<file path="config.mk">
export PLATFORM = sky130hd
export DESIGN_NAME = shell_command_lexer
export DESIGN_NICKNAME = d
export VERILOG_FILES = /design/src/rtl/core/shcl_pkg.sv /design/src/rtl/core/shcl_step.sv /design/src/rtl/core/shell_command_lexer.sv
export VERILOG_INCLUDE_DIRS = /design/src /design/src/rtl/core
export SDC_FILE = /design/constraint.sdc
export NUM_CORES = 1
export LEC_CHECK = 0
export BUFFER_PORTS_ARGS = -buffer_cell sky130_fd_sc_hd__buf_2
export CAP_MARGIN = 20
export CORE_AREA = 2 2 68 70
export DETAILED_ROUTE_END_ITERATION = 8
export DIE_AREA = 0 0 70 72
export PLACE_DENSITY = 0.6
export SLEW_MARGIN = 20
export SYNTH_ARGS = -nofsm -noshare
export SYNTH_HDL_FRONTEND = slang
export SYNTH_HIERARCHICAL = 1
export SYNTH_SLANG_ARGS = --single-unit
</file>
<file path="constraint.sdc">
create_clock -name clk -period 2.8 [get_ports clk]
set_input_delay 0.56 -clock clk [delete_from_list [all_inputs] [get_ports clk]]
set_output_delay 0.56 -clock clk [all_outputs]
set_load 0.02 [all_outputs]
</file>
<file path="src/rtl/core/shell_command_lexer_assert.svh">
// assertion macros for the shell command lexer
`ifndef SHELL_COMMAND_LEXER_ASSERT_SVH
`define SHELL_COMMAND_LEXER_ASSERT_SVH

`ifndef SYNTHESIS

// implication checked in the same cycle
`define SHCL_ASSERT_IMP(lbl, ante, cons) \
  lbl: assert property (@(posedge clk) disable iff (!rst_n) (ante) |-> (cons)) \
    else $error("shell_command_lexer assertion failed");

// implication checked in the cycle after the antecedent
`define SHCL_ASSERT_NXT(lbl, ante, cons) \
  lbl: assert property (@(posedge clk) disable iff (!rst_n) (ante) |=> (cons)) \
    else $error("shell_command_lexer assertion failed");

`else

`define SHCL_ASSERT_IMP(lbl, ante, cons)
`define SHCL_ASSERT_NXT(lbl, ante, cons)

`endif

`endif

</file>
<file path="src/rtl/core/shcl_pkg.sv">
// types, codes and character classes for the shell command lexer
package shcl_pkg;

  localparam int CHAR_W = 8;
  localparam int KIND_W = 3;
  localparam int ERR_W  = 2;

  localparam logic [KIND_W-1:0] KIND_NAME  = 3'd0;
  localparam logic [KIND_W-1:0] KIND_OPT   = 3'd1;
  localparam logic [KIND_W-1:0] KIND_STR   = 3'd2;
  localparam logic [KIND_W-1:0] KIND_REDIR = 3'd3;
  localparam logic [KIND_W-1:0] KIND_PIPE  = 3'd4;

  localparam logic [ERR_W-1:0] ERR_NONE     = 2'd0;
  localparam logic [ERR_W-1:0] ERR_UNCLOSED = 2'd1;
  localparam logic [ERR_W-1:0] ERR_BAD_OPT  = 2'd2;
  localparam logic [ERR_W-1:0] ERR_BAD_NAME = 2'd3;

  localparam logic [CHAR_W-1:0] CH_PIPE  = 8'h7c;
  localparam logic [CHAR_W-1:0] CH_LT    = 8'h3c;
  localparam logic [CHAR_W-1:0] CH_GT    = 8'h3e;
  localparam logic [CHAR_W-1:0] CH_QUOTE = 8'h22;
  localparam logic [CHAR_W-1:0] CH_DASH  = 8'h2d;
  localparam logic [CHAR_W-1:0] CH_DOT   = 8'h2e;
  localparam logic [CHAR_W-1:0] CH_UNDER = 8'h5f;
  localparam logic [CHAR_W-1:0] CH_SPACE = 8'h20;
  localparam logic [CHAR_W-1:0] CH_TAB   = 8'h09;

  typedef enum logic [5:0] {
    MODE_IDLE = 6'b000001,
    MODE_NAME = 6'b000010,
    MODE_OPT  = 6'b000100,
    MODE_STR  = 6'b001000,
    MODE_GT   = 6'b010000,
    MODE_SKIP = 6'b100000
  } mode_t;

  typedef struct packed {
    logic              in_token;
    logic [KIND_W-1:0] kind;
    logic              tok_start;
    logic              tok_end;
    logic              prior_closed;
    logic [ERR_W-1:0]  err;
  } shcl_res_t;

  function automatic logic is_sep(input logic [CHAR_W-1:0] c);
    return (c == CH_SPACE) || (c == CH_TAB);
  endfunction

  function automatic logic is_alnum(input logic [CHAR_W-1:0] c);
    return c inside {[8'h61:8'h7a], [8'h41:8'h5a], [8'h30:8'h39]};
  endfunction

  function automatic logic is_name_char(input logic [CHAR_W-1:0] c);
    return (c == CH_DOT) || (c == CH_UNDER) || is_alnum(c);
  endfunction

endpackage

</file>
<file path="src/rtl/core/shcl_step.sv">
// per-word lexing logic: result flags and next mode from mode, byte and line-last flag
module shcl_step
  import shcl_pkg::*;
(
  input  mode_t              mode,
  input  logic [CHAR_W-1:0]  char_in,
  input  logic               line_last,
  output shcl_res_t          res,
  output mode_t              mode_nxt
);

  typedef struct packed {
    shcl_res_t res;
    mode_t     mode;
  } step_t;

  function automatic shcl_res_t mark_tok(input logic [KIND_W-1:0] kind,
                                         input logic st, input logic en);
    shcl_res_t r;
    r              = '0;
    r.in_token     = 1'b1;
    r.kind         = kind;
    r.tok_start    = st;
    r.tok_end      = en;
    return r;
  endfunction

  function automatic step_t fail_tok(input logic [ERR_W-1:0] code);
    step_t s;
    s.res     = '0;
    s.res.err = code;
    s.mode    = MODE_SKIP;
    return s;
  endfunction

  function automatic step_t from_idle(input logic [CHAR_W-1:0] c, input logic last);
    step_t s;
    s.res  = '0;
    s.mode = MODE_IDLE;
    if (is_sep(c)) begin
      s.mode = MODE_IDLE;
    end else if (c == CH_PIPE) begin
      s.res = mark_tok(KIND_PIPE, 1'b1, 1'b1);
    end else if (c == CH_LT) begin
      s.res = mark_tok(KIND_REDIR, 1'b1, 1'b1);
    end else if (c == CH_GT) begin
      s.res  = mark_tok(KIND_REDIR, 1'b1, last);
      s.mode = last ? MODE_IDLE : MODE_GT;
    end else if (c == CH_QUOTE) begin
      if (last) begin
        s = fail_tok(ERR_UNCLOSED);
      end else begin
        s.res  = mark_tok(KIND_STR, 1'b1, 1'b0);
        s.mode = MODE_STR;
      end
    end else if (c == CH_DASH) begin
      s.res  = mark_tok(KIND_OPT, 1'b1, last);
      s.mode = MODE_OPT;
    end else if (is_name_char(c)) begin
      s.res  = mark_tok(KIND_NAME, 1'b1, last);
      s.mode = MODE_NAME;
    end else begin
      s = fail_tok(ERR_BAD_NAME);
    end
    return s;
  endfunction

  step_t s;

  always_comb begin
    s.res  = '0;
    s.mode = mode;
    case (mode)
      MODE_NAME: begin
        if (is_sep(char_in)) begin
          s.res.prior_closed = 1'b1;
          s.mode             = MODE_IDLE;
        end else if (is_name_char(char_in)) begin
          s.res = mark_tok(KIND_NAME, 1'b0, line_last);
        end else begin
          s = fail_tok(ERR_BAD_NAME);
        end
      end
      MODE_OPT: begin
        if (is_sep(char_in)) begin
          s.res.prior_closed = 1'b1;
          s.mode             = MODE_IDLE;
        end else if (is_alnum(char_in)) begin
          s.res = mark_tok(KIND_OPT, 1'b0, line_last);
        end else begin
          s = fail_tok(ERR_BAD_OPT);
        end
      end
      MODE_STR: begin
        if (char_in == CH_QUOTE) begin
          s.res  = mark_tok(KIND_STR, 1'b0, 1'b1);
          s.mode = MODE_IDLE;
        end else if (line_last) begin
          s = fail_tok(ERR_UNCLOSED);
        end else begin
          s.res = mark_tok(KIND_STR, 1'b0, 1'b0);
        end
      end
      MODE_GT: begin
        if (char_in == CH_GT) begin
          s.res  = mark_tok(KIND_REDIR, 1'b0, 1'b1);
          s.mode = MODE_IDLE;
        end else begin
          // pending '>' closes; the close flag survives an error on this byte
          s                  = from_idle(char_in, line_last);
          s.res.prior_closed = 1'b1;
        end
      end
      MODE_SKIP: begin
        s.res = '0;
      end
      default: begin
        s = from_idle(char_in, line_last);
      end
    endcase
    if (line_last) begin
      s.mode = MODE_IDLE;
    end
  end

  assign res      = s.res;
  assign mode_nxt = s.mode;

endmodule

</file>
<file path="src/rtl/core/shell_command_lexer.sv">
// Shell command lexer top level: input register, lexing step and result register.
//
// Input channel: one byte of a command line per word on in_char_in, with
// in_line_last high on the line's final byte. A word is taken at a rising
// edge with in_valid high and in_stall low.
// Result channel: one result word per input word, in order, on the out_
// ports; taken at a rising edge with out_valid high and out_stall low.
// A word passes from the input register into the result register.
// Throughput: one word per cycle while out_stall is low; the lexing
// mode register is updated in the same cycle that a byte moves from
// the input register into the result register.
// When the receiver stalls, the result register holds, and the input
// register still takes one more word; in_stall rises only when both are
// full.
// Reset (rst_n low, synchronous) empties both registers and returns the
// lexer to idle between tokens.
`include "shell_command_lexer_assert.svh"

module shell_command_lexer
  import shcl_pkg::*;
(
  input  logic              clk,
  input  logic              rst_n,
  input  logic              in_valid,
  output logic              in_stall,
  input  logic [CHAR_W-1:0] in_char_in,
  input  logic              in_line_last,
  output logic              out_valid,
  input  logic              out_stall,
  output logic [CHAR_W-1:0] out_char_out,
  output logic              out_in_token,
  output logic [KIND_W-1:0] out_token_kind,
  output logic              out_token_start,
  output logic              out_token_end,
  output logic              out_prior_closed,
  output logic [ERR_W-1:0]  out_error_code,
  output logic              out_line_done
);

  logic              s1_valid_r;
  logic [CHAR_W-1:0] s1_char_r;
  logic              s1_last_r;
  logic              out_valid_r;
  logic [CHAR_W-1:0] out_char_r;
  logic              out_last_r;
  shcl_res_t         out_res_r;
  mode_t             mode_r;
  mode_t             mode_nxt;
  shcl_res_t         step_res;
  logic              in_take;
  logic              s1_move;
  logic              err_shown;
  logic              tok_flags;

  assign s1_move  = s1_valid_r && (!out_valid_r || !out_stall);
  assign in_stall = s1_valid_r && !s1_move;
  assign in_take  = in_valid && !in_stall;

  shcl_step u_step (
    .mode      (mode_r),
    .char_in   (s1_char_r),
    .line_last (s1_last_r),
    .res       (step_res),
    .mode_nxt  (mode_nxt)
  );

  always_ff @(posedge clk) begin
    if (!rst_n) begin
      s1_valid_r  <= 1'b0;
      out_valid_r <= 1'b0;
      mode_r      <= MODE_IDLE;
    end else begin
      s1_valid_r  <= in_take || (s1_valid_r && !s1_move);
      out_valid_r <= s1_move || (out_valid_r && out_stall);
      if (s1_move) begin
        mode_r <= mode_nxt;
      end
    end
  end

  always_ff @(posedge clk) begin
    if (in_take) begin
      s1_char_r <= in_char_in;
      s1_last_r <= in_line_last;
    end
    if (s1_move) begin
      out_char_r <= s1_char_r;
      out_last_r <= s1_last_r;
      out_res_r  <= step_res;
    end
  end

  assign out_valid        = out_valid_r;
  assign out_char_out     = out_char_r;
  assign out_in_token     = out_res_r.in_token;
  assign out_token_kind   = out_res_r.kind;
  assign out_token_start  = out_res_r.tok_start;
  assign out_token_end    = out_res_r.tok_end;
  assign out_prior_closed = out_res_r.prior_closed;
  assign out_error_code   = out_res_r.err;
  assign out_line_done    = out_last_r;

  assign err_shown = out_valid_r && (out_res_r.err != ERR_NONE);
  assign tok_flags = out_res_r.in_token || out_res_r.tok_start || out_res_r.tok_end;

  `SHCL_ASSERT_IMP(a_err_no_token, err_shown, !tok_flags)
  `SHCL_ASSERT_IMP(a_start_in_token, out_valid_r && out_token_start, out_in_token)
  `SHCL_ASSERT_IMP(a_kind_zero_outside, out_valid_r && !out_in_token, out_token_kind == KIND_NAME)
  `SHCL_ASSERT_NXT(a_idle_after_line, s1_move && s1_last_r, mode_r == MODE_IDLE)

endmodule
</file>
# Word level (Yosys, flattened, before mapping)
# Index checks and enable logic that the tools add are counted.
[totals] register_bits=35 inputBits=13 out_inout_bits=20 elab_cells=93
[op_classes] n_lt_le_gt_ge=6 eq_ne=18 muxes=37 n_reduce_logical=19
[ops] op="2-to-1 mux 15 bit" count=7
[ops] op="2-to-1 mux 6 bit" count=14
[ops] op="2-to-1 mux 9 bit" count=9
[ops] op="== test 8 x 6 -> 1 bit (second input constant)" count=6
[ops] op="one-hot mux 9 bit (5 select lines)" count=1
[ops] op="one-hot mux 6 bit (5 select lines)" count=1
[ops] op="== test 8 x 7 -> 1 bit (second input constant)" count=2
[ops] op=">= comparator 8 x 7 -> 1 bit (second input constant)" count=2
[ops] op="less-or-equal comparator 8 x 7 -> 1 bit (second input constant)" count=2
[ops] op="== test 8 x 4 -> 1 bit (second input constant)" count=1
[ops] op=">= comparator 8 x 6 -> 1 bit (second input constant)" count=1
[ops] op="less-or-equal comparator 8 x 6 -> 1 bit (second input constant)" count=1
[ops] op="!= test 4 bit (second input constant)" count=2
[ops] op="logical AND 1 bit" count=7
[ops] op="== test 6 x 2 -> 1 bit (second input constant)" count=1
[ops] op="== test 6 x 3 -> 1 bit (second input constant)" count=1
[ops] op="== test 6 x 4 -> 1 bit (second input constant)" count=1
[ops] op="== test 6 x 5 -> 1 bit (second input constant)" count=1
[ops] op="== test 6 bit (second input constant)" count=1
[ops] op="logical OR 1 bit" count=6
[ops] op="2-to-1 mux 5 bit" count=1
[ops] op="AND reduction 5 bit" count=1
[ops] op="zero test 1 bit" count=4
[ops] op="2-to-1 mux 2 bit" count=2
[ops] op="4 further kinds" count=5

# Longest topological paths before layout
[depth] word_depth=13 depth_mapped=10 ltp_nobuf=8

# Hierarchy
# Netlist, hierarchy kept.
[modules_own_cells] module="shell_command_lexer" instances=1 cells_each=61 area_per_inst_um2=1141.1 seq_area_each_um2=970.9
[modules_own_cells] module="shcl_step" instances=1 cells_each=102 area_per_inst_um2=615.6 seq_area_each_um2=0.0

# Worst setup path before layout
# OpenSTA, ideal clock, no wires.
[synth_path] path_type="register -> register" from="register s1_char_r[5]" to="register out_res_r, in the netlist out_in_token, data pin" setup_time_ps=265 arrival_ps=1858 t_required_ps=2535 setup_slack_ps=677 path_stages_with_launch=7 n_path_buf=1 synth_period_minus_slack_ps=2123 cell_sequence="edfxtp_1 > and3b_1 > a21oi_1 > or4b_1 > buf_2 > a31o_1 > or3_1"
[synth_lines] element="start, declared" line="shell_command_lexer.sv:41" text="logic [CHAR_W-1:0] s1_char_r;"
[synth_lines] element="start signal, assigned" line="shell_command_lexer.sv:83" text="s1_char_r <= in_char_in;"
[synth_lines] element="end signal, assigned" line="shell_command_lexer.sv:89" text="out_res_r <= step_res;"
[synth_lines] element="end, declared" line="shell_command_lexer.sv:46" text="shcl_res_t out_res_r;"

==> results.txt <==
----------------------------------------------------
[Layout]
  Antenna diode count ... 0
  Layout fillers ... just under 400
  Share of final-layout standard cells stronger than drive strength 1 ... 0.228
  Synth-to-layout area growth ... 15.8%
  Register area ... around 1000 um^2
  Post-layout net count ... about 210
  Area of the multi-input gates ... ~750 um^2

[Logic synthesis]
  Post-synth EDFFs ... 27
  Count of different cell masters after synthesis ... 45
  Average footprint of a synthesized cell ... approximately 11 um^2
  Cells taking the most area after synthesis ... edfxtp_1 (46%), dfxtp_1 (9.1%), nand2_1 (4.3%)
  Number of instances in the synthesized netlist ... around 160
  Cell area after synthesis ... 0.00176 mm^2
  Number of register bits inferred by synthesis ... 35
  Most repeated cell in the gate-level netlist after synthesis ... edfxtp_1
  Top cells by instance count after synthesis ... edfxtp_1 (27), nand2_1 (20), nor2_1 (12)
  Sequential area share after synthesis ... 0.553
  Ys async rst share ... 0
  Share of the synthesized area in the top cell type ... 0.462
  Dominant synthesized flop cell ... edfxtp_1
  Syn. warnings ... 6
  Net count after synthesis ... approximately 180
  Biggest area consumer among synthesized cells ... edfxtp_1

[Die]
  I/O pin total ... 33
  Die Wd ... 70 um
  Core Region ... 0.00426 mm^2
  Floorplan row count ... 24
  Die Y-Extent ... between 70 and 80 um
  Initial standard-cell utilization of the core ... 0.412
  Die Area ... 0.00504 mm^2

[CTS]
  Cts hold-fix bufs ... 0
  CTS Buf Count ... 5
  Number of levels the H-tree was split into ... 2
  Reg clk slew, reported paths ... 0.07 ns
  Bufs on Longest Clock Path ... 2
  Quantity of gates resized following cts ... 0
  Clock insertion delay at the later pin of the skew report ... about 0.28 ns
  Count of clock tree sinks ... 35
  Number of buffers added for setup after CTS ... 0
  Root buffer cell ... clkbuf_8
  Clock tree from TritonCTS ... done

[Power and ir drop]
  Clock share of power ... 0.329
  Switching portion of total power ... 0.242
  IR drop worst, VDD ... about 0.00026 V
  Part of the power in combinational logic ... 0.093
  Cell-internal power ... about 0.80 mW
  Power, Total ... roughly 1.1 mW
  Lkg Pwr ... ~0.76 nW
  Areal power density over the cells ... about 520 mW/mm^2
  Switching pwr ... approximately 0.25 mW
  Portion of total power attributed to sequential cells ... 0.578

[Worst setup path]
  Worst endpoint data arrival time ... 2.36 ns
  Type of destination of the critical path ... flip-flop
  Cell Chain, Critical Path ... nor3_1 -> or4b_1 -> a31o_1 -> or3_1
  Number of gates on the worst path with buffers counted ... 4
  Family with the most delay on the worst path ... simple AND/OR/NAND/NOR gates
  Critical path buffers and inverters ... 0
  Logic depth of the worst register-to-register path ... 4
  Max stage delay cell, worst path ... or4b_1
  Type of the worst setup path ... flip-flop to flip-flop
  Maximum fanout along the worst path ... 9
  Data required, critical path ... ~2.8 ns
  Biggest cell delay along the critical path ... roughly 0.63 ns
  Reg2reg setup slack ... ~0.47 ns
  Element type at the critical path start ... flip-flop

[Drt]
  Remaining number of nets flagged by the antenna check after routing ... 0
  Via-per-instance ratio ... about 5.6
  Router iterations before antenna repair ... 4
  DRT Wirelength ... ~3700 um
  Detailed Route Iter0 Violations ... 120
  DR WL/cell ... roughly 15 um
  DR vias ... roughly 1400
  Post-route DRC ... 0

[Global routing]
  Number of antenna violations at the first check in global routing ... 0
  Total global routing overflow ... 0
  First-pass GRT wire length ... between 6000 and 7000 um
  Via count of the first global-routing pass ... between 1000 and 1500
  Overall global routing resource usage ... 0.159
  Maximum number of pins on one net before global-route repair ... 25

[Min path]
  Min-Delay Path Depth ... 1
  Min-delay worst type ... primary input to flip-flop

[Timing]
  Hold violation total from the final report ... 0
  Setup violators final ... 0
  Slew at the pin closest to its max-slew limit ... ~0.74 ns
  Unrepaired setup endpoints after global routing ... false
  Post-Route Skew ... 0.00573 ns
  Hold Worst Slack ... between 0.4 and 0.5 ns
  Post-route fraction of the period consumed by the critical path ... 0.832
  Max Slew Vio Count ... 0
  Highest attainable clock frequency ... roughly 430 MHz
  Min cycle time layout ... roughly 2.3 ns
  Final critical-path setup slack ... about 0.47 ns
  Max-slew headroom at the worst pin ... 0.508
  Setup total negative slack ... 0 ns

[Place]
  Final weighted congestion of routability-driven global placement ... 0.936
  Number of input and output port buffers inserted ... 32
  Worst slack at placement ... ~0.47 ns
  Post-DP HPWL ... 2670 um

[Status]
  Result of the run ... finished clean

[Job]
  Max cap viols ... 0

----------------------------------------------------
[flip-flops by register name, summed over array words and instances, names as in the netlist]
| name | cells |
|---|---|
| out_char_out | 8 |
| s1_char_r | 8 |
| mode_r | 6 |
| out_token_kind | 3 |
| out_error_code | 2 |
| out_in_token | 1 |
| out_line_done | 1 |
| out_prior_closed | 1 |
| out_token_end | 1 |
| out_token_start | 1 |
| out_valid | 1 |
| s1_last_r | 1 |
| s1_valid_r | 1 |
[worst register-to-register path, stage by stage, from the launching register on]
cell      delay, ns
edfxtp_1       0.51
nor3_1         0.31
or4b_1         0.63
a31o_1         0.28
or3_1          0.36
[final timing paths]
kind,from,endpoint
min reg2reg,mode_r[5]$_SDFFE_PN0P_,mode_r[5]$_SDFFE_PN0P_
min,in_char_in[4],s1_char_r[4]$_DFFE_PP_
max,s1_char_r[1]$_DFFE_PP_,out_in_token$_DFFE_PP_
max reg2reg,s1_char_r[1]$_DFFE_PP_,out_in_token$_DFFE_PP_
[routing by layer]
metal	share of wire	GRT usage	wire length, um
met1	0.45	0.202	1690
met2	0.48	0.267	1800
met3	0.050	0.0375	186
met4	0.012	0.0598	46
met5	0	0	0
[metrics by stage]
| stage | util | instances | cell area (um^2) |
|---|---|---|---|
| after global routing | 0.477 | 249 | 2030 |
| after global placement | 0.457 | 241 | 1950 |
| after detailed placement | 0.457 | 241 | 1950 |
| after floorplan | - | 163 | 1760 |
| final | 0.477 | 249 | 2030 |
| after CTS | 0.477 | 249 | 2030 |
[cells in the final DEF, fill, tap and decap left out, types with 5 or more instances in the layout]
| cell | count |
|---|---|
| nand2_1 | 20 |
| nand3_1 | 6 |
| a21oi_1 | 9 |
| nor2_1 | 12 |
| dfxtp_1 | 8 |
| clkbuf_8 | 5 |
| buf_2 | 32 |
| mux2i_1 | 6 |
| edfxtp_1 | 27 |
| nor3_1 | 7 |
| nor2b_1 | 6 |
[cells by family (layout without fill, tap and decap cells)]
family	after synthesis	after routing	share of synthesized area
AOI/OAI and AO/OA	34	34	0.128
muxes	6	6	0.0342
and+or+nand+nor	80	80	0.257
DFF	35	35	0.553
xor gates and xnor gates	1	1	0.00499
buffers and inverters	7	41	0.0228
[final cells by class]
type / count / area share
Sequential cell: 35 / 0.477
Tap cell: 52 / 0.0320
Clock buffer: 6 / 0.0357
Timing Repair Buffer: 33 / 0.0824
Multi-Input combinational cell: 121 / 0.367
Clock inverter: 2 / 0.00615
[power groups by stage]
stage	clock (mW)	sequential (mW)	combinational (mW)
5_1_grt	0.382	0.613	0.108
3_3_place_gp	0	0.619	0.0972
2_1_floorplan	0	0.629	0.0538
6_report	0.347	0.609	0.0977
4_1_cts	0.360	0.609	0.0987
3_5_place_dp	0	0.620	0.0986
(Power assumes the default switching activity.)
